`src/rtl/mqbf_pkg.sv`:
```
// mqbf_pkg: shared constants, request codes and item types of the multi-queue byte fifo
// used by every module under rtl; depends on nothing
`default_nettype none

package mqbf_pkg;

    localparam int NUM_QUEUES  = 4;
    localparam int QUEUE_DEPTH = 256;
    localparam int MAX_BURST   = 16;

    localparam int QID_W    = 2;
    localparam int POS_W    = $clog2(QUEUE_DEPTH);
    localparam int CAP_W    = 9;
    localparam int REQ_W    = 2;
    localparam int BYTE_W   = 8;
    localparam int COUNT_W  = 5;
    localparam int BURST_W  = $clog2(MAX_BURST + 1);
    localparam int ADDR_W   = QID_W + POS_W;
    localparam int STORE_DEPTH = NUM_QUEUES * QUEUE_DEPTH;

    localparam int S_TDATA_W = 16;
    localparam int S_TUSER_W = 4;
    localparam int M_TDATA_W = 32;
    localparam int M_TUSER_W = 2;

    localparam int CMDQ_DEPTH = 2;
    localparam int CMDQ_AW    = 1;
    localparam int CMDQ_CNT_W = 2;

    localparam logic [REQ_W-1:0] REQ_WRITE = 2'd0;
    localparam logic [REQ_W-1:0] REQ_READ  = 2'd1;
    localparam logic [REQ_W-1:0] REQ_CLEAR = 2'd2;
    localparam logic [REQ_W-1:0] REQ_QUERY = 2'd3;

    typedef struct packed {
        logic [REQ_W-1:0]   req_type;
        logic [QID_W-1:0]   qid;
        logic [BYTE_W-1:0]  wr_byte;
        logic [BURST_W-1:0] burst;
        logic [CAP_W-1:0]   cap;
    } cmd_t;

    typedef struct packed {
        logic             valid;
        logic [QID_W-1:0] qid;
    } cfg_clr_t;

    typedef struct packed {
        logic [BYTE_W-1:0] rd_byte;
        logic              byte_valid;
        logic              accepted;
        logic [CAP_W-1:0]  fill_level;
        logic [CAP_W-1:0]  space_left;
        logic              last_of_run;
    } result_t;

endpackage

`default_nettype wire

```
`src/rtl/mqbf_cmd_fifo.sv`:
```
// mqbf_cmd_fifo: two-entry queue of classified requests between front and back
// depends on mqbf_pkg
`default_nettype none

module mqbf_cmd_fifo (
    input  wire logic           clk,
    input  wire logic           rst_n,
    input  wire logic           push_valid,
    output logic                push_ready,
    input  wire mqbf_pkg::cmd_t push_cmd,
    output logic                pop_valid,
    input  wire logic           pop,
    output mqbf_pkg::cmd_t      pop_cmd
);

    mqbf_pkg::cmd_t                   entry_reg [mqbf_pkg::CMDQ_DEPTH];
    logic [mqbf_pkg::CMDQ_AW-1:0]     wr_ptr_reg, wr_ptr_next;
    logic [mqbf_pkg::CMDQ_AW-1:0]     rd_ptr_reg, rd_ptr_next;
    logic [mqbf_pkg::CMDQ_CNT_W-1:0]  count_reg, count_next;
    logic                             do_push;
    logic                             do_pop;

    assign push_ready = (count_reg != mqbf_pkg::CMDQ_CNT_W'(mqbf_pkg::CMDQ_DEPTH));
    assign pop_valid  = (count_reg != '0);
    assign pop_cmd    = entry_reg[rd_ptr_reg];
    assign do_push    = push_valid && push_ready;
    assign do_pop     = pop && pop_valid;

    always_comb
    begin
        wr_ptr_next = do_push ? wr_ptr_reg + 1'b1 : wr_ptr_reg;
        rd_ptr_next = do_pop ? rd_ptr_reg + 1'b1 : rd_ptr_reg;
        count_next  = count_reg;
        if (do_push && !do_pop)
        begin
            count_next = count_reg + 1'b1;
        end
        else if (do_pop && !do_push)
        begin
            count_next = count_reg - 1'b1;
        end
    end

    always_ff @(posedge clk or negedge rst_n)
    begin
        if (!rst_n)
        begin
            wr_ptr_reg <= '0;
            rd_ptr_reg <= '0;
            count_reg  <= '0;
        end
        else
        begin
            wr_ptr_reg <= wr_ptr_next;
            rd_ptr_reg <= rd_ptr_next;
            count_reg  <= count_next;
        end
    end

    always_ff @(posedge clk)
    begin
        if (do_push)
        begin
            entry_reg[wr_ptr_reg] <= push_cmd;
        end
    end

endmodule

`default_nettype wire

```
`config.mk`:
```
export PLATFORM = sky130hd
export DESIGN_NAME = mqbf_cmd_fifo
export DESIGN_NICKNAME = d
export VERILOG_FILES = /design/src/rtl/mqbf_pkg.sv /design/src/rtl/mqbf_cmd_fifo.sv
export SDC_FILE = /design/constraint.sdc
export NUM_CORES = 1
export LEC_CHECK = 0
export BUFFER_PORTS_ARGS = -buffer_cell sky130_fd_sc_hd__buf_4
export CAP_MARGIN = 20
export CORE_MARGIN = 10
export CORE_UTILIZATION = 30
export DETAILED_ROUTE_END_ITERATION = 10
export PLACE_DENSITY = 0.58
export SLEW_MARGIN = 20
export SYNTH_ARGS = -nofsm -noshare
export SYNTH_HDL_FRONTEND = slang
export SYNTH_SLANG_ARGS = --single-unit
```
`constraint.sdc`:
```
create_clock -name clk -period 2.5 [get_ports clk]
set_clock_uncertainty 0.1 [all_clocks]
set_input_delay 0.25 -clock clk [delete_from_list [all_inputs] [get_ports clk]]
set_output_delay 0.25 -clock clk [all_outputs]
set_load 0.1 [all_outputs]
```
==> results.tsv <==
metric	value	unit
Post-synth top cells	edfxtp_1, mux2_4, mux2_2	
Starting Density	31.43	%
worst hold path type	input pin to flop	
routed vias	1064	
Crit Path Class	flop to primary output	
P&R area growth vs syn	28.47	%
Syn. warnings	0	
Final TNS setup	0	ns
number of global-route vias before repair	1236	
status	finished, final reports clean	
WP data arrival	1.71	ns
CTS tree	built	
largest net degree at the start of global routing	27	
most instantiated library cell after synthesis	edfxtp_1	
Largest register FFs	52	
Num Clock Sinks	56	
chip height	105.1	um
Tcrit/Tclk final	82.42	%
Distinct cells, synth	15	
RSZ-0062 raised after global routing	false	
final wirelength	4059	um
post-route ant nets	0	
Finish-stage setup viols	0	
core footprint	0.006907	mm2
Worst-Skew Late Latency	0.29	ns
r2r setup slk	0.82	ns
die width	105.1	um
family with the most delay on the worst path	buffers and inverters	
Slowest cell on crit path	buf_4	
router iterations before antenna repair	3	
Top cell by count, worst path	buf_4	
sequential share of the synthesized area	76.54	%
Slew HR	70.27	%
Area contributors post-synth	edfxtp_1, mux2_4, dfrtp_1	
wire per inst	15.55	um
Post-synth ARST share	7.143	%
critical path capture point type	primary output	
DP Wirelength	2963	um
initial drt markers	19	
min Tclk post-route	2.060	ns
Vias per Instance	4.077	
Nets	195	
ANT cells	0	
Setup crit start kind	flop	
placed insts	252	
critical-path cell list	buf_4 > mux2_2 > buf_4	
total CTS buffers	5	
slew at the pin closest to its max-slew limit	0.4460	ns
Post-Synthesis Cells	99	
share of layout cells above drive strength 1	56.97	%
ys flop type	edfxtp_1	
num ports	58	
CP required	2.15	ns
crit path max fanout	26	
gr usage total	7.370	%
Std-Cell Rows	30	
DRC viols	0	
htree depth	2	
first-pass GRT wire length	6313	um
Max-Cap Viols	0	
die footprint	0.01104	mm2
Syn Nets	130	
IO Port Bufs	57	
final worst slack	0.4395	ns
total grt overflow	0	
setup bufs post-CTS	0	
Buffers & Inverters on Critical Path	2	
Clk pin slew, worst setup/hold paths	0.09	ns
Avg Inst Size Synth	21.93	um2
antenna violations before repair	0	
Syn Std Cell Area	0.002171	mm2
Min Hold Slack	0.03344	ns
EDFF count, synth	52	
Synth Register Bits	56	
post-synth top area share	71.93	%
clk buf depth	2	
post-synth top area cell	edfxtp_1	
Setup WS pre-CTS	0.7383	ns
fmax	485.3	MHz
Crit path largest cell delay	0.40	ns
post-route insts no fill	261	
Max Slew Vio Count	0	
final hold vios	0	
CTS Root Cell	clkbuf_8	
GP Congestion	0.7049	
stage by stage:
stage | util [%] | cell area [um2]
global route | 40.38 | 2789
CTS | 40.38 | 2789
global placement | 39.02 | 2695
detailed placement | 39.02 | 2695
finish | 40.38 | 2789
floorplan | - | 2176
area by class of cell:
cell class	count	area, um2
inverters	1	3.754
clock inverters	2	11.26
repair buffers	61	460.4
clock buffers	6	72.57
flip-flops and latches	56	1662
well taps	96	120.1
multi-input cells	39	459.2
fillers	661	4118
layout by cell type (no fill, tap or decap):
| cell type | netlist | routed |
|---|---|---|
| mux2_4 | 19 | 19 |
| clkinv_1 | 0 | 1 |
| ha_1 | 1 | 1 |
| nand2b_2 | 0 | 1 |
| xnor2_1 | 3 | 3 |
| nor2_1 | 2 | 1 |
| and3_1 | 1 | 1 |
| clkbuf_1 | 0 | 1 |
| xor2_1 | 2 | 2 |
| dfrtp_1 | 4 | 4 |
| clkinvlp_4 | 0 | 1 |
| inv_1 | 1 | 1 |
| nand2_1 | 2 | 2 |
| mux2_2 | 7 | 7 |
| edfxtp_1 | 52 | 52 |
| or2_1 | 1 | 1 |
| clkbuf_8 | 0 | 5 |
| nor2_2 | 0 | 1 |
| buf_4 | 0 | 60 |
| dlygate4sd3_1 | 0 | 1 |
path summary, 6_finish.rpt:
kind / from / to / cells past startpoint
worst max-delay path: rd_ptr_reg / pop_cmd[13] / 3
worst max register to register: count_reg[0] / count_reg[1] / 6
min in group asynchronous: rst_n / count_reg[0] / 2
worst min-delay path: push_cmd[9] / entry_reg[1][9] / 1
worst min register to register: rd_ptr_reg / rd_ptr_reg / 1
max in group asynchronous: rst_n / wr_ptr_reg / 2
routing by layer:
| layer | up-vias | track usage (%) | share of wire, % |
|---|---|---|---|
| met4 | 0 | 2.353 | 0.32 |
| met3 | 2 | 3.993 | 9.1 |
| met5 | - | 0 | 0 |
| met2 | 42 | 12.28 | 50 |
| met1 | 516 | 7.826 | 41 |
| li1 | 504 | - | - |
kinds of logic (layout without fill, tap and decap cells):
logic type / after synthesis / after routing / synth area share (%)
flip-flops: 56 / 56 / 76.54
multiplexers: 26 / 26 / 16.77
AND/OR/NAND/NOR: 7 / 7 / 1.557
XOR/XNOR: 5 / 5 / 2.018
buffers and inverters: 4 / 70 / 2.536
adder cells (fa/ha/maj): 1 / 1 / 0.5763
what timing repair did:
action	4_1_cts	5_1_grt
gates resized for setup	0	0
hold endpoints to repair	4	0
hold buffers	1	0
Power is left out: the tool's default activity adds up to more than one toggle a clock period on the data nets, which glitch-free logic cannot reach.
