`config.mk`:
```
export PLATFORM = sky130hd
export DESIGN_NAME = mqbf_front
export DESIGN_NICKNAME = d
export VERILOG_FILES = /design/src/rtl/mqbf_pkg.sv /design/src/rtl/mqbf_front.sv
export SDC_FILE = /design/constraint.sdc
export NUM_CORES = 1
export LEC_CHECK = 0
export ABC_AREA = 1
export ABC_CLOCK_PERIOD_IN_PS = 2600
export BUFFER_PORTS_ARGS = -buffer_cell sky130_fd_sc_hd__buf_4
export CAP_MARGIN = 20
export CORE_MARGIN = 4
export CORE_UTILIZATION = 41
export CTS_BUF_LIST = sky130_fd_sc_hd__clkbuf_2 sky130_fd_sc_hd__clkbuf_4 sky130_fd_sc_hd__clkbuf_8
export CTS_CLUSTER_DIAMETER = 200
export DETAILED_ROUTE_END_ITERATION = 10
export HOLD_SLACK_MARGIN = 0.05
export PLACE_DENSITY = 0.79
export SKIP_CTS_REPAIR_TIMING = 1
export SYNTH_ARGS = -nofsm -noshare
export SYNTH_HDL_FRONTEND = slang
export SYNTH_SLANG_ARGS = --single-unit
```
`constraint.sdc`:
```
create_clock -name clk -period 2.6 [get_ports clk]
set_clock_uncertainty 0.05 [all_clocks]
set_input_delay 0.78 -clock clk [delete_from_list [all_inputs] [get_ports clk]]
set_output_delay 0.78 -clock clk [all_outputs]
set_load 0.05 [all_outputs]
```
`src/rtl/mqbf_pkg.sv`:
```
// mqbf_pkg: shared constants, request codes and item types of the multi-queue byte fifo
// used by every module under rtl; depends on nothing
`default_nettype none

package mqbf_pkg;

    localparam int NUM_QUEUES  = 4;
    localparam int QUEUE_DEPTH = 256;
    localparam int MAX_BURST   = 16;

    localparam int QID_W    = 2;
    localparam int POS_W    = $clog2(QUEUE_DEPTH);
    localparam int CAP_W    = 9;
    localparam int REQ_W    = 2;
    localparam int BYTE_W   = 8;
    localparam int COUNT_W  = 5;
    localparam int BURST_W  = $clog2(MAX_BURST + 1);
    localparam int ADDR_W   = QID_W + POS_W;
    localparam int STORE_DEPTH = NUM_QUEUES * QUEUE_DEPTH;

    localparam int S_TDATA_W = 16;
    localparam int S_TUSER_W = 4;
    localparam int M_TDATA_W = 32;
    localparam int M_TUSER_W = 2;

    localparam int CMDQ_DEPTH = 2;
    localparam int CMDQ_AW    = 1;
    localparam int CMDQ_CNT_W = 2;

    localparam logic [REQ_W-1:0] REQ_WRITE = 2'd0;
    localparam logic [REQ_W-1:0] REQ_READ  = 2'd1;
    localparam logic [REQ_W-1:0] REQ_CLEAR = 2'd2;
    localparam logic [REQ_W-1:0] REQ_QUERY = 2'd3;

    typedef struct packed {
        logic [REQ_W-1:0]   req_type;
        logic [QID_W-1:0]   qid;
        logic [BYTE_W-1:0]  wr_byte;
        logic [BURST_W-1:0] burst;
        logic [CAP_W-1:0]   cap;
    } cmd_t;

    typedef struct packed {
        logic             valid;
        logic [QID_W-1:0] qid;
    } cfg_clr_t;

    typedef struct packed {
        logic [BYTE_W-1:0] rd_byte;
        logic              byte_valid;
        logic              accepted;
        logic [CAP_W-1:0]  fill_level;
        logic [CAP_W-1:0]  space_left;
        logic              last_of_run;
    } result_t;

endpackage

`default_nettype wire

```
`src/rtl/mqbf_front.sv`:
```
// mqbf_front: capacity registers, input handshake and request classification
// depends on mqbf_pkg; feeds mqbf_cmd_fifo and signals queue clears to mqbf_back
`default_nettype none

module mqbf_front (
    input  wire logic                              clk,
    input  wire logic                              rst_n,
    input  wire logic                              s_axis_tvalid,
    output logic                                   s_axis_tready,
    input  wire logic [mqbf_pkg::S_TDATA_W-1:0]    s_axis_tdata,
    input  wire logic [mqbf_pkg::S_TUSER_W-1:0]    s_axis_tuser,
    input  wire logic                              cfg_we,
    input  wire logic [mqbf_pkg::QID_W-1:0]        cfg_index,
    input  wire logic [mqbf_pkg::CAP_W-1:0]        cfg_data,
    output logic                                   push_valid,
    input  wire logic                              push_ready,
    output mqbf_pkg::cmd_t                         push_cmd,
    output mqbf_pkg::cfg_clr_t                     cfg_clr
);

    logic [mqbf_pkg::CAP_W-1:0]   cap_reg [mqbf_pkg::NUM_QUEUES];
    logic [mqbf_pkg::CAP_W-1:0]   raw_cap;
    logic [mqbf_pkg::COUNT_W-1:0] rd_count;
    logic [mqbf_pkg::QID_W-1:0]   queue_id;

    always_ff @(posedge clk or negedge rst_n)
    begin
        if (!rst_n)
        begin
            for (int i = 0; i < mqbf_pkg::NUM_QUEUES; i++)
            begin
                cap_reg[i] <= '0;
            end
        end
        else if (cfg_we)
        begin
            cap_reg[cfg_index] <= cfg_data;
        end
    end

    assign queue_id = s_axis_tuser[3:2];
    assign rd_count = s_axis_tdata[12:8];
    assign raw_cap  = cap_reg[queue_id];

    always_comb
    begin
        push_cmd.req_type = s_axis_tuser[1:0];
        push_cmd.qid      = queue_id;
        push_cmd.wr_byte  = s_axis_tdata[7:0];
        push_cmd.burst    = (rd_count > mqbf_pkg::COUNT_W'(mqbf_pkg::MAX_BURST))
                          ? mqbf_pkg::BURST_W'(mqbf_pkg::MAX_BURST)
                          : mqbf_pkg::BURST_W'(rd_count);
        // capacity above the slice size saturates
        push_cmd.cap      = (raw_cap > mqbf_pkg::CAP_W'(mqbf_pkg::QUEUE_DEPTH))
                          ? mqbf_pkg::CAP_W'(mqbf_pkg::QUEUE_DEPTH)
                          : raw_cap;
    end

    assign push_valid    = s_axis_tvalid;
    assign s_axis_tready = push_ready;

    assign cfg_clr.valid = cfg_we;
    assign cfg_clr.qid   = cfg_index;

endmodule

`default_nettype wire

```
==> impl_metrics.csv, run 1 <==
group,metric,value,unit
routing,antenna_left,0,
clocking,cts_htree_levels,2,
clocking,cts_buffers,5,
sta,finalSetupTns,-1.42,ns
pwr,power.leakage,1.29,nW
worst_setup_path,worstSetupStartpointType,"primary input",
yosys,postSynthAreaPerCell,7.84,um2
floorplanning,io-pin-count,67,
yosys,synthesis.instances,238,
layout,num-nets-final,315,
yosys,yosys.area_share.simple,25.3,%
layout,multiInputGateArea,968,um2
run_status,violations,"setup timing",
sta,final-setup-viol-count,8,
worst_setup_path,crit_chain,"buf_12 -> buf_4 -> nand2_1 -> nand3_1 -> nand2_2 -> nand2_2 -> nor2_4 -> nand2_8 -> a21oi_4 -> buf_6",
clocking,cts_num_sinks,36,
grt,grt_pass1_vias,1553,
flow_run,max_cap_violations,0,
clocking,clkSlewWorstSetupHoldPaths,0.07,ns
yosys,netlist-cell-type-count,18,
yosys,ys.warnings.count,0,
routing,initialDrtViolationCount,93,
sta,min_period_over_period,107,%
worst_setup_path,crit_path_frequent_cell,"nand2_2",
yosys,ys_seq_area_share,48.3,%
sta,tightest_slew,0.659,ns
sta,report.final.slew_viol_count,0,
sta,maxClockFrequency,359,MHz
routing,avgRoutedWirePerCell,13.7,um
worst_setup_path,worstPathRequired,1.77,ns
layout,area_delta_synth_final,43.1,%
routing,first_pass_iters,4,
yosys,mappedNetlistArea,0.00187,mm2
layout,post_route_cells_drive_above_1_share,42.3,%
floorplanning,chipWidth,75.5,um
min_path,hp-class,"primary input to asynchronous set/reset pin",
grt,grt_pass1_wl,6780,um
floorplanning,die_y,75.5,um
clocking,cts_tree,"done",
routing,detailroute.via_count,1680,
floorplanning,die_area,0.00570,mm2
routing,drt-vias-per-instance,5.08,
yosys,post_synth_fa_ha_maj_area_fraction,0,%
layout,seqCellArea,901,um2
grt,global_route.overflow_total,0,
yosys,synth_top_family_by_area,"simple AND/OR/NAND/NOR gates",
place,final_hpwl_dp,2920,um
yosys,synth.net_count,274,
floorplanning,num_rows,24,
worst_setup_path,slowest_stage,"buf_6",
sta,setup_repair_after_global_routing_missed_its_margin,"yes",
floorplanning,core-area,0.00438,mm2
yosys,ys_ff_latch,36,
place,io_buffer_count,39,
routing,route.final.wire_length,4520,um
place,pre_cts_slack,-0.364,ns
sta,worst_slew_margin_rel,55.9,%
sta,min_period,2.79,ns
yosys,synth.area.mux_share,0,%
clocking,clock_latency_at_the_later_pin_of_the_worst_skew_pair,0.28,ns
sta,final_report_hold_violation_count,0,
clocking,cts.path.max_buffers,2,
grt,grt_start_max_net_pins,37,
worst_setup_path,timing.critical_path.to_type,"output pin",
grt,grt_antenna_before_repair,0,
layout,nFillCells,369,
floorplanning,initial_core_util,42.6,%
pwr,irDropWorstVdd,370,uV
worst_setup_path,arrival,1.96,ns
worst_setup_path,criticalPathCategory,"primary input to output pin",
pwr,p_per_area,624,mW/mm2
yosys,synthesized_area_fraction_occupied_by_xor_and_xnor_cells,0,%
run_status,outcome,"complete, but fails checks",
layout,num_antenna_cells,0,
routing,drc_errors,0,
layout,largest_register_ffs,36,
worst_setup_path,slowest_delay,0.17,ns
yosys,post_synthesis_compound_gate_area_fraction,13.4,%
sta,timing.final.ws_setup,-0.185,ns
place,gpl.final_weighted_congestion,0.721,
grt,grt.total_usage,15.8,%
clocking,clockRootBuffer,"clkbuf_8",
worst_setup_path,crit_fanout,8,
-- cells in the final DEF (no fill, tap or decap) --
master and n:
o21a_1 1, buf_8 1, dfrtp_1 36, o21ai_0 36, inv_1 14, clkbuf_16 2, nor2_1 7, buf_12 4
o21ai_2 1, inv_8 2, nand2_2 24, o22ai_4 1, nand2_8 1, nand3_4 1, buf_6 10, clkbuf_8 5
o21ai_4 1, a21oi_4 8, clkinv_2 1, nand3_1 11, nand2_1 56, buf_4 43, nand3_2 7, nand2_4 2
clkbuf_4 1, nor2_4 3
-- critical path: cells and delay by family --
family	cells	cell delay [ns]
AND/OR/NAND/NOR	6	0.59
buffers and inverters	3	0.43
AO/OA/AOI/OAI	1	0.15
-- Yosys cell counts, drive strengths merged --
library cell | count | share of area (%)
a21oi | 8 | 2.1
buf | 21 | 8.7
clkbuf | 5 | 1.0
dfrtp | 36 | 48
inv | 16 | 3.4
nand2 | 83 | 18
nand3 | 19 | 5.4
nor2 | 10 | 2.3
o21a | 1 | 0.40
o21ai | 38 | 10
o22ai | 1 | 0.67
-- final timing paths --
| check | endpoint | startpoint | cells after the start | slack, ns |
|---|---|---|---|---|
| setup / recovery | push_cmd[3] | s_axis_tuser[2] | 10 | -0.19 |
| hold reg to reg | cap_reg[34] | cap_reg[34] | 2 | 0.44 |
| setup reg to reg | cap_reg[8] | cap_reg[8] | 2 | 1.82 |
| hold / removal | cap_reg[31] | rst_n | 1 | 0.39 |
| max in group asynchronous | cap_reg[28] | rst_n | 1 | 1.79 |
| min in group clk | cap_reg[34] | cap_reg[34] | 2 | 0.44 |
-- stage by stage --
stage	std cells	total power, mW	hold slack [ns]	utilization [%]	cell area, um2
2_1_floorplan	238	1.09	0.403	-	2020
3_3_place_gp	317	1.18	0.416	52.3	2290
3_5_place_dp	317	1.19	0.423	52.3	2290
4_1_cts	324	1.57	0.393	54.1	2370
5_1_grt	331	1.75	0.420	60.9	2670
6_report	331	1.67	0.386	60.9	2670
-- cell families (layout without fill, tap and decap cells) --
group	count (synthesis)	count (layout)
AOI/OAI and AO/OA	48	48
DFF	36	36
buffers and inverters	42	83
and+or+nand+nor	112	112
-- per-layer routing --
layer,routed length (um),global-route usage (%),vias up
met3,328,4.49,7
met1,1840,19.4,790
met4,62,5.83,0
met5,0,0,-
li1,-,-,825
met2,2290,26.6,58
-- power breakdown --
part	total, mW	leakage (nW)	switching [mW]	internal, mW
Sequential	0.708	0.449	0.0584	0.650
Clock	0.376	0.0445	0.184	0.192
Combinational	0.582	0.797	0.335	0.247
Total	1.67	1.29	0.578	1.09
-- final cells by class --
class | count | area share [%]
clock buffer | 6 | 2.86
sequential | 36 | 33.7
timing repair buffer | 60 | 21.7
inverter | 16 | 2.81
tap | 52 | 2.44
clock inverter | 1 | 0.187
multi-input combinational | 160 | 36.3
No activity file was read; power rests on OpenSTA's default activity.
==> run 2: changes to the inputs <==
--- a/config.mk
+++ b/config.mk
@@ -5,9 +5,8 @@
 export SDC_FILE = /design/constraint.sdc
 export NUM_CORES = 1
 export LEC_CHECK = 0
-export ABC_AREA = 1
 export ABC_CLOCK_PERIOD_IN_PS = 2600
-export BUFFER_PORTS_ARGS = -buffer_cell sky130_fd_sc_hd__buf_4
+export BUFFER_PORTS_ARGS = -buffer_cell sky130_fd_sc_hd__buf_2
 export CAP_MARGIN = 20
 export CORE_MARGIN = 4
 export CORE_UTILIZATION = 41
@@ -15,7 +14,7 @@
 export CTS_CLUSTER_DIAMETER = 200
 export DETAILED_ROUTE_END_ITERATION = 10
 export HOLD_SLACK_MARGIN = 0.05
-export PLACE_DENSITY = 0.79
+export PLACE_DENSITY = 0.8
 export SKIP_CTS_REPAIR_TIMING = 1
 export SYNTH_ARGS = -nofsm -noshare
 export SYNTH_HDL_FRONTEND = slang
==> run 2 against run 1 <==
  * The flow still finishes with violations (setup timing)
  * Maximum frequency grew 3.3%
  * Die area shrank 4.1%
  * Count of clock-buffer cells in the layout is the same
  * Critical endpoint is now push_cmd[0]
  * Total power grew 1.8%
  * Sequential share of layout area grew 7.2 points
  * Global-route usage shrank 1.8 points
==> impl_metrics.csv, run 2 <==
group,metric,value,unit
run_status,outcome,"complete, but fails checks",
run_status,violations,"setup timing",
routing,route.final.wire_length,3520,um
sta,maxClockFrequency,371,MHz
sta,setup_repair_after_global_routing_missed_its_margin,"yes",
sta,hold-worst-slack,0.452,ns
place,pre_cts_slack,-0.221,ns
yosys,netlist-cell-type-count,13,
place,io_buffer_count,39,
worst_setup_path,criticalPathCategory,"primary input to output pin",
clocking,clkSlewWorstSetupHoldPaths,0.07,ns
place,placed_area,0.00202,mm2
worst_setup_path,slowest_delay,0.55,ns
routing,antenna_left,0,
yosys,synth_top_cells_by_area,"dfrtp_1 51%, mux2_2 22%, mux4_1 7.4%",
layout,nFillCells,335,
worst_setup_path,timing.critical_path.to_type,"output pin",
place,gpl.final_weighted_congestion,0.657,
sta,report.final.slew_viol_count,0,
floorplanning,die_y,73.9,um
clocking,cts_htree_levels,2,
worst_setup_path,cp.buffers_inverters,3,
grt,grt_start_max_net_pins,37,
layout,multiInputGateArea,790,um2
floorplanning,num_rows,23,
grt,global_route.overflow_total,0,
grt,grt.total_usage,14.0,%
yosys,synth_edf_count,0,
clocking,cts.path.max_buffers,2,
worst_setup_path,rr_startpoint,"cap_reg[29]",
worst_setup_path,crit_path_frequent_cell,"buf_8",
yosys,ys_seq_area_share,50.6,%
min_path,hold_path.startpoint,"cap_reg[13]",
yosys,asyncSetResetFlopFracSynth,100,%
pwr,irDropWorstVdd,258,uV
yosys,ys.warnings.count,0,
sta,tightest_slew,0.769,ns
layout,num-nets-final,188,
yosys,synth_top_flop_cell,"dfrtp_1",
place,final_hpwl_dp,2630,um
yosys,yosys.area.top_type,"dfrtp_1",
worst_setup_path,worstSetupStartpoint,"s_axis_tuser[2]",
floorplanning,die_area,0.00546,mm2
routing,drc_errors,0,
grt,grt_pass1_wl,5620,um
worst_setup_path,crit_fanout,5,
floorplanning,chipWidth,73.9,um
routing,first_pass_iters,2,
sta,final-setup-viol-count,8,
clocking,cts_num_sinks,36,
layout,most-common-layout-cells,"36 x dfrtp_1, 35 x mux2_2, 29 x buf_2",
flow_run,max_cap_violations,0,
routing,initialDrtViolationCount,63,
yosys,synthMostInstantiatedCell,"dfrtp_1",
floorplanning,core-area,0.00412,mm2
pwr,total_power,1.70,mW
layout,most_common_cell_after_layout_fill_and_taps_aside,"dfrtp_1",
sta,timing.final.ws_setup,-0.0963,ns
layout,cell_area_after_layout,0.00220,mm2
clocking,clock_latency_at_the_later_pin_of_the_worst_skew_pair,0.28,ns
sta,min_period,2.70,ns
pwr,p_per_area,771,mW/mm2
yosys,most_common_library_cells_after_synthesis,"36 x dfrtp_1, 35 x mux2_2, 17 x buf_4, 12 x nor2b_1, 5 x mux4_1",
layout,post_route_cells_drive_above_1_share,67.3,%
sta,finalSetupTns,-0.656,ns
sta,final_report_hold_violation_count,0,
place,dp_cells,195,
routing,avgRoutedWirePerCell,17.3,um
sta,worst_slew_margin_rel,48.8,%
routing,detailroute.via_count,1055,
sta,min_period_over_period,104,%
worst_setup_path,worstPathRequired,1.77,ns
yosys,ys_ff_latch,36,
grt,grt_antenna_before_repair,0,
yosys,synth.top_cell.area_share,50.6,%
clocking,clockRootBuffer,"clkbuf_8",
min_path,hp-class,"register to register",
layout,layout.core_utilization,53.5,%
floorplanning,io-pin-count,67,
layout,area_delta_synth_final,23.5,%
yosys,synth.net_count,154,
routing,drt-vias-per-instance,5.20,
clocking,cts_tree,"done",
clocking,cts_buffers,5,
layout,largest_register_ffs,36,
pwr,power.leakage,1.01,nW
worst_setup_path,critical_path.top_delay_family,"multiplexers",
layout,num_antenna_cells,0,
worst_setup_path,slowest_stage,"mux4_2",
worst_setup_path,worstSetupStartpointType,"primary input",
layout,seqCellArea,901,um2
layout,layoutNonFillerInstCount,203,
yosys,mappedNetlistArea,0.00178,mm2
yosys,postSynthAreaPerCell,15.1,um2
yosys,synthesis.instances,118,
worst_setup_path,arrival,1.87,ns
floorplanning,initial_core_util,43.3,%
worst_setup_path,crit_chain,"buf_8 -> mux4_2 -> buf_8 -> nor2b_4 -> buf_8",
grt,grt_pass1_vias,1123,
run 2: cell types whose count changed after synthesis, moves of 12 or more:
cell,previous run,this run
mux2_2,0,35
nand3_1,18,1
inv_1,14,0
nand2_1,76,0
o21ai_0,38,0
nor2b_1,0,12
run 2: final timing paths:
kind	end	slack [ns]	cells after the start
max in group asynchronous	cap_reg[1]	1.49	1
worst max-delay path	push_cmd[0]	-0.1	5
worst min-delay path	cap_reg[13]	0.45	1
worst min register to register	cap_reg[13]	0.45	1
min in group asynchronous	cap_reg[33]	0.52	1
worst max register to register	cap_reg[29]	1.75	1
run 2: cell families (layout without fill, tap and decap cells):
family        Yosys count  after routing  synth area share (%)
simple gates           16             16                  5.76
flops                  36             36                  50.6
mux                    45             45                  35.2
buf+inv                21             56                  8.50
run 2: area by class of cell:
| class | count | area share (%) |
|---|---|---|
| clock inverters | 2 | 0.455 |
| well taps | 50 | 2.84 |
| repair buffers | 48 | 16.1 |
| flip-flops and latches | 36 | 40.9 |
| multi-input cells | 61 | 35.9 |
| clock buffers | 6 | 3.75 |
run 2: report_power, final:
group / switching, mW / internal [mW]
Clock: 0.186 / 0.211
Sequential: 0.0494 / 0.666
Combinational: 0.292 / 0.291
run 2: layer usage:
layer | part of all wire [%] | track usage [%] | vias to the layer above
li1 | - | - | 481
met1 | 41 | 17.0 | 522
met2 | 49 | 22.5 | 37
met3 | 7.6 | 4.38 | 15
met4 | 2.6 | 7.04 | 0
met5 | 0 | 0 | -
==> run 3: changes to the inputs <==
--- a/config.mk
+++ b/config.mk
@@ -9,12 +9,12 @@
 export BUFFER_PORTS_ARGS = -buffer_cell sky130_fd_sc_hd__buf_2
 export CAP_MARGIN = 20
 export CORE_MARGIN = 4
-export CORE_UTILIZATION = 41
+export CORE_UTILIZATION = 50
 export CTS_BUF_LIST = sky130_fd_sc_hd__clkbuf_2 sky130_fd_sc_hd__clkbuf_4 sky130_fd_sc_hd__clkbuf_8
 export CTS_CLUSTER_DIAMETER = 200
 export DETAILED_ROUTE_END_ITERATION = 10
 export HOLD_SLACK_MARGIN = 0.05
-export PLACE_DENSITY = 0.8
+export PLACE_DENSITY = 0.92
 export SKIP_CTS_REPAIR_TIMING = 1
 export SYNTH_ARGS = -nofsm -noshare
 export SYNTH_HDL_FRONTEND = slang
==> constraint.sdc (replaced) <==
create_clock -name clk -period 2.6 [get_ports clk]
set_clock_uncertainty 0.05 [all_clocks]
set_input_delay 0.39 -clock clk [delete_from_list [all_inputs] [get_ports clk]]
set_output_delay 0.39 -clock clk [all_outputs]
set_load 0.05 [all_outputs]
==> run 3 against run 2 <==
  * The flow now finishes without violations
  * Worst setup slack gained 0.47 ns
  * First-iteration DRC count shrank 70%
  * Worst hold slack lost 0.38 ns
  * Combinational power shrank 24%
  * Via count shrank 1.3%
  * Largest cell class unchanged
  * Largest power group unchanged
==> impl_metrics.csv, run 3 (synthesis results as in run 2) <==
group,metric,value,unit
run_status,outcome,"finished, final reports clean",
place,final_hpwl_dp,2490,um
place,io_buffer_count,39,
pwr,p_per_area,753,mW/mm2
routing,antenna_left,0,
sta,final-setup-viol-count,0,
clocking,clkSlewWorstSetupHoldPaths,0.10,ns
worst_setup_path,worstSetupStartpointType,"register",
routing,avgRoutedWirePerCell,17.8,um
sta,setup_repair_after_global_routing_missed_its_margin,"no",
routing,drc_errors,0,
grt,grt_start_max_net_pins,37,
pwr,irDropWorstVdd,438,uV
floorplanning,num_rows,21,
layout,most-common-layout-cells,"39 x buf_2, 36 x dfrtp_1, 35 x mux2_2",
floorplanning,die_area,0.00458,mm2
sta,maxClockFrequency,449,MHz
floorplanning,initial_core_util,52.6,%
clocking,clockRootBuffer,"clkbuf_4",
routing,detailroute.via_count,1041,
layout,post_route_cells_drive_above_1_share,60.3,%
grt,grt_pass1_vias,1111,
pwr,power.leakage,0.901,nW
layout,most_common_cell_after_layout_fill_and_taps_aside,"buf_2",
clocking,clock_latency_at_the_later_pin_of_the_worst_skew_pair,0.32,ns
clocking,cts_htree_levels,2,
layout,num-nets-final,181,
floorplanning,core-area,0.00339,mm2
floorplanning,die_y,67.7,um
worst_setup_path,rr_worst_depth,1,
worst_setup_path,worstPathRequired,2.16,ns
worst_setup_path,timing.critical_path.to_type,"output pin",
min_path,hp-class,"primary input to asynchronous set/reset pin",
sta,tightest_slew,0.764,ns
layout,largest_register_ffs,36,
sta,min_period_over_period,85.7,%
grt,grt_antenna_before_repair,0,
floorplanning,chipWidth,67.7,um
sta,finalSetupTns,0,ns
sta,report.final.slew_viol_count,0,
place,gpl.final_weighted_congestion,0.647,
layout,area_delta_synth_final,10.3,%
worst_setup_path,arrival,1.79,ns
grt,grt_pass1_wl,5330,um
routing,route.final.wire_length,3420,um
worst_setup_path,crit_fanout,9,
routing,initialDrtViolationCount,19,
sta,worst_slew_margin_rel,49.1,%
clocking,cts_tree,"done",
clocking,cts_num_sinks,36,
routing,drt-vias-per-instance,5.42,
clocking,cts_buffers,5,
grt,grt.total_usage,16.8,%
sta,min_period,2.23,ns
sta,final_report_hold_violation_count,0,
clocking,cts.path.max_buffers,2,
pwr,total_power,1.48,mW
routing,first_pass_iters,2,
floorplanning,io-pin-count,67,
grt,global_route.overflow_total,0,
worst_setup_path,criticalPathCategory,"register to output pin",
layout,num_antenna_cells,0,
flow_run,max_cap_violations,0,
==> run 3: cell types whose count changed in the layout (fill, tap and decap cells not counted) <==
cell,delta
buf_8,-5
clkbuf_8,-5
buf_2,+10
nor2b_4,-8
buf_6,-8
clkbuf_4,+7
clkinv_2,-2
nor2b_1,+8
buf_4,-4
==> run 3: critical path: stages (launching register included) <==
cell	delay (ns)
dfrtp_1	0.39
mux4_2	0.60
nor2b_1	0.19
buf_2	0.28
==> run 3: stage by stage <==
stage                     hold slack, ns  cells  area, um2  setup WS [ns]  utilization, %
after floorplan                   0.0444    118       1780          0.160               -
after global placement             0.410    184       1900          0.441            56.0
after detailed placement           0.436    184       1900          0.426            56.0
after CTS                         0.0773    192       1960          0.335            58.0
after global routing               0.113    192       1960          0.284            58.0
final                             0.0707    192       1960          0.371            58.0
==> run 3: worst paths after layout <==
path                        startpoint     endpoint  slack [ns]
setup / recovery           cap_reg[17]  push_cmd[4]        0.37
setup reg to reg           cap_reg[29]  cap_reg[29]        1.75
max in group asynchronous        rst_n  cap_reg[25]        1.94
min in group clk           cfg_data[5]  cap_reg[32]        0.28
hold reg to reg            cap_reg[21]  cap_reg[21]        0.46
hold / removal                   rst_n   cap_reg[3]        0.07
==> run 3: metal layers <==
layer | GRT usage [%] | share of wire (%) | vias to the layer above
met5 | 0 | 0 | -
met4 | 6.84 | 1.3 | 0
met3 | 5.16 | 8.5 | 6
met2 | 28.7 | 51 | 47
met1 | 19.4 | 39 | 518
li1 | - | - | 470
==> run 3: layout make-up <==
class,count,area (um2)
clock buffer,8,66.3
fill,281,1430
sequential,36,901
multi-input combinational,61,729
tap,46,57.6
timing repair buffer,41,210
==> run 3: report_power, final <==
group / switching, mW / internal [mW]
Clock: 0.166 / 0.154
Sequential: 0.0503 / 0.665
Combinational: 0.258 / 0.186
